==> src/rtl/core/tmw_pkg.sv <==
// Shared types and constants for the text-mode terminal writer.
// Request/response payload structs, command classes and character codes.
// No dependencies.
`default_nettype none

package tmw_pkg;

	// character codes: three with a control meaning, and the space
	localparam logic [7:0]  CODE_NEWLINE = 8'd10;
	localparam logic [7:0]  CODE_RETURN  = 8'd13;
	localparam logic [7:0]  CODE_TAB     = 8'd9;
	localparam logic [7:0]  CODE_SPACE   = 8'h20;

	localparam int          TAB_STEP     = 4;
	localparam logic [15:0] BLANK_CELL   = 16'h0720;
	localparam logic [7:0]  COLOR_RESET  = 8'd7;
	localparam logic [0:0]  OP_PUT       = 1'b0;
	localparam logic [0:0]  OP_READ      = 1'b1;

	typedef struct packed {
		logic [0:0] opcode;
		logic [7:0] char_code;
		logic [4:0] read_row;
		logic [6:0] read_column;
	} req_t;

	typedef struct packed {
		logic [15:0] cell_value;
		logic [4:0]  cursor_row;
		logic [6:0]  cursor_column;
		logic [0:0]  did_scroll;
	} rsp_t;

	typedef enum logic [2:0] {
		CMD_PRINT,
		CMD_NEWLINE,
		CMD_RETURN,
		CMD_TAB,
		CMD_READ,
		CMD_READ_BLANK
	} cmd_kind_t;

	typedef struct packed {
		cmd_kind_t  kind;
		logic [7:0] char_code;
		logic [4:0] read_row;
		logic [6:0] read_column;
	} cmd_t;

endpackage

`default_nettype wire

==> src/rtl/core/tmw_front.sv <==
// Front end: accepts requests, classifies them into commands and buffers them.
// Two-entry command queue toward the back end. Depends on tmw_pkg.
`default_nettype none

module tmw_front #(
	parameter int SCREEN_COLUMNS = 80,
	parameter int SCREEN_ROWS    = 25
) (
	input  wire             clk,
	input  wire             arst_n,
	input  wire             req_valid,
	output logic            req_ready,
	input  tmw_pkg::req_t   req_data,
	output logic            cmd_valid,
	input  wire             cmd_pop,
	output tmw_pkg::cmd_t   cmd
);
	import tmw_pkg::*;

	cmd_t       entry_q [2];
	logic       wr_ptr_q;
	logic       rd_ptr_q;
	logic [1:0] count_q;
	cmd_t       decoded;
	logic       push;

	// classify; out-of-screen reads are resolved here
	always_comb begin
		decoded.char_code   = req_data.char_code;
		decoded.read_row    = req_data.read_row;
		decoded.read_column = req_data.read_column;
		if (req_data.opcode == OP_READ) begin
			if (req_data.read_row < SCREEN_ROWS && req_data.read_column < SCREEN_COLUMNS)
				decoded.kind = CMD_READ;
			else
				decoded.kind = CMD_READ_BLANK;
		end else begin
			unique case (req_data.char_code)
				CODE_NEWLINE: decoded.kind = CMD_NEWLINE;
				CODE_RETURN:  decoded.kind = CMD_RETURN;
				CODE_TAB:     decoded.kind = CMD_TAB;
				default:      decoded.kind = CMD_PRINT;
			endcase
		end
	end

	assign req_ready = (count_q != 2'd2);
	assign push      = req_valid && req_ready;
	assign cmd_valid = (count_q != 2'd0);
	assign cmd       = entry_q[rd_ptr_q];

	always_ff @(posedge clk) begin
		if (push)
			entry_q[wr_ptr_q] <= decoded;
	end

	always_ff @(posedge clk or negedge arst_n) begin
		if (!arst_n) begin
			wr_ptr_q <= 1'b0;
			rd_ptr_q <= 1'b0;
			count_q  <= 2'd0;
		end else begin
			if (push)
				wr_ptr_q <= ~wr_ptr_q;
			if (cmd_pop)
				rd_ptr_q <= ~rd_ptr_q;
			if (push && !cmd_pop)
				count_q <= count_q + 2'd1;
			else if (!push && cmd_pop)
				count_q <= count_q - 2'd1;
		end
	end

endmodule

`default_nettype wire

==> config.mk <==
export PLATFORM = sky130hd
export DESIGN_NAME = tmw_front
export DESIGN_NICKNAME = d
export VERILOG_FILES = /design/src/rtl/core/tmw_pkg.sv /design/src/rtl/core/tmw_front.sv
export SDC_FILE = /design/constraint.sdc
export NUM_CORES = 1
export LEC_CHECK = 0
export ABC_CLOCK_PERIOD_IN_PS = 2400
export BUFFER_PORTS_ARGS = -buffer_cell sky130_fd_sc_hd__buf_2
export CAP_MARGIN = 20
export CELL_PAD_IN_SITES_DETAIL_PLACEMENT = 0
export CELL_PAD_IN_SITES_GLOBAL_PLACEMENT = 1
export CORE_MARGIN = 2
export CORE_UTILIZATION = 43
export CTS_CLUSTER_SIZE = 25
export DETAILED_ROUTE_END_ITERATION = 10
export PLACE_DENSITY = 0.89
export SLEW_MARGIN = 20
export SYNTH_ARGS = -nofsm -noshare
export SYNTH_HDL_FRONTEND = slang
export SYNTH_SLANG_ARGS = --single-unit
==> constraint.sdc <==
create_clock -name clk -period 2.4 [get_ports clk]
set_input_delay 0.24 -clock clk [delete_from_list [all_inputs] [get_ports clk]]
set_output_delay 0.24 -clock clk [all_outputs]
set_load 0.02 [all_outputs]
==> results.yml <==
clocking:
  root_buffer: "clkbuf_8"
  path_clk_slew_ns: 0.09
  htreeDepth: 2
  cts_tree: "yes"
  clkSinkCount: 50
  clk_latency_ns: 0.30
  cts-resized-gates: 0
  numCtsBuffers: 5
  cts_max_path_buffers: 2
setup_path:
  crit_path_start_kind: "flop"
  path_class: "flop to output port"
  required_ns: 2.16
  cp.arrival_ns: 1.68
  worstSetupStartpoint: "rd_ptr_q$_DFFE_PN0P_"
  r2r_start: "count_q[0]$_DFFE_PN0P_"
  crit_fanout: 17
  worstSetupEndpointType: "output port"
power_and_ir_drop:
  ir_drop_mv: 0.470
  cellPowerDensity_nw_per_um2: 1180
  p_leak_nw: 0.896
synth:
  synth_area_um2: 1940
  postSynthAreaPerCell_um2: 19.6
  yosysWarningCount: 0
  yosysSeqAreaShare_pct: 76.5
  synth_nets: 125
  synth_cell_types: 22
  ys_ff_latch: 50
  synthCells: 99
sta:
  hold_viol_final: 0
  fin_hold_ws_ns: 0.136
  fmax_mhz: 521
  skew_ns: 0.00584
  rsz0062_at_grt: "false"
  finalSetupTns_ns: 0
  max_slew_margin_pct: 78.5
  finalMaxSlewViolations: 0
  fin_crit_sh_pct: 80.0
  setup_viol: 0
  tightest_slew_ns: 0.323
  worst_slack_ns: 0.480
  period_needed_ns: 1.92
place:
  dp_hpwl_um: 2350
  place_inst: 200
  globalplace.congestion: 0.758
  io_buffer_count: 49
  post-place-ws_ns: 0.800
layout:
  antenna_cells: 0
  syn2layout_area_growth_pct: 21.6
  final_core_util_pct: 54.1
  final_cells: 209
  drive_gt1_share_pct: 54.8
  nFillCells: 363
  nNetsFinal: 182
route:
  viasPerCell: 4.99
  vias: 1043
  dr.pass1.iters: 4
  ant_nets: 0
  wl_um: 3380
  route.detailed.drc: 0
  wire_per_inst_um: 16.2
  drt_iter0_markers: 63
status:
  status: "complete, no violations"
die:
  die_h_um: 71.1
  core_um2: 4350
  die_x_um: 71.1
  dieArea_um2: 5050
  num_io_pins: 50
  rows: 24
  initial_core_util_pct: 44.5
grt:
  grt_pass1_wl_um: 5310
  grt_overflow_total: 0
  grt_start_max_net_pins: 24
  grt_pass1_vias: 1120
  grt_use_total_pct: 14.1
  antenna_found_initial: 0
hold_path:
  hold_start: "req_data[1]"
  hold_class: "input pin to flop"
run:
  maxCapViolCount: 0
==> power by group <==
group          internal [W]  total [W]  switching [W]  leakage [nW]
Clock              0.000259   0.000509       0.000250        0.0519
Combinational      0.000406   0.000988       0.000582         0.369
Sequential          0.00120    0.00129      0.0000880         0.474
==> layout make-up <==
class | instances | area (um^2) | area share [%]
Sequential cell | 50 | 1480 | 62.9
Multi-Input combinational cell | 44 | 422 | 17.9
Timing Repair Buffer | 53 | 278 | 11.8
Clock buffer | 7 | 96.3 | 4.09
Tap cell | 52 | 65.1 | 2.76
Inverter | 2 | 7.51 | 0.319
Clock inverter | 1 | 3.75 | 0.159
==> flip-flops by register name, indices dropped and copies added (netlist names) <==
name / count
rd_ptr_q: 1
count_q: 2
wr_ptr_q: 1
entry_q: 46
==> final timing paths <==
| path | to | slack [ns] | cells after the start |
|---|---|---|---|
| min in group asynchronous | rd_ptr_q$_DFFE_PN0P_ | 0.29 | 2 |
| min reg2reg | count_q[1]$_DFFE_PN0P_ | 0.52 | 1 |
| min | entry_q[0][1]$_DFFE_PP_ | 0.14 | 1 |
| max reg2reg | count_q[1]$_DFFE_PN0P_ | 0.89 | 6 |
| max | cmd[15] | 0.48 | 3 |
| max in group asynchronous | count_q[1]$_DFFE_PN0P_ | 1.99 | 2 |
==> logic make-up (layout without fill, tap and decap cells) <==
kind of cell	Yosys count	after routing	share of synthesized area (%)
mux	23	23	13.4
flops	50	50	76.5
simple gates	11	11	3.49
fa+ha+maj	1	1	0.646
buf+inv	5	63	1.81
xor+xnor	6	6	2.72
compound gates	3	3	1.42
==> layer usage <==
metal  wire length (um)  track usage [%]  vias to the layer above  share of wire [%]
li1                   -                -                      490                  -
met1               1390             16.3                      514                 41
met2               1750             24.2                       35                 52
met3                203             4.84                        4                6.0
met4                 39             5.66                        0                1.2
met5                  0                0                        -                  0
==> worst max-delay path: stages (launching register included) <==
cell     delay [ns]
dfrtp_1        0.52
buf_4          0.32
mux2_2         0.37
buf_2          0.16
==> Yosys cell counts <==
cell type	count	area share [%]
ha_1	1	0.65
nand2_1	1	0.19
nor2_1	2	0.39
buf_2	1	0.26
nand2b_1	1	0.32
xnor2_1	3	1.4
and3_1	1	0.32
mux2_2	23	13
o31ai_2	1	0.65
nor4_2	1	0.65
edfxtp_1	46	71
buf_6	2	1.2
inv_1	2	0.39
nor3b_1	1	0.39
dfrtp_1	4	5.2
nor3_1	1	0.26
nand3b_1	1	0.39
o21a_1	1	0.39
nand3_1	1	0.26
or2_2	1	0.32
xor2_1	3	1.4
o211ai_1	1	0.39
==> cells in the final DEF, fill, tap and decap left out, types with 2 or more instances in the layout <==
cell,count
buf_4,3
clkbuf_8,7
mux2_2,23
xor2_1,3
buf_2,49
inv_1,2
xnor2_1,3
dfrtp_1,4
edfxtp_1,46
==> timing repair <==
item                                   4_1_cts  5_1_grt
hold buffers                                 1        0
buffers inserted                             0        0
endpoints found under the hold margin        4        0
==> stage by stage <==
stage | area [um^2] | power (W)
2_1_floorplan | 1940 | 0.00200
3_3_place_gp | 2240 | 0.00227
3_5_place_dp | 2240 | 0.00230
4_1_cts | 2350 | 0.00282
5_1_grt | 2350 | 0.00292
6_report | 2350 | 0.00278
Power figures use the tool's default switching activity.
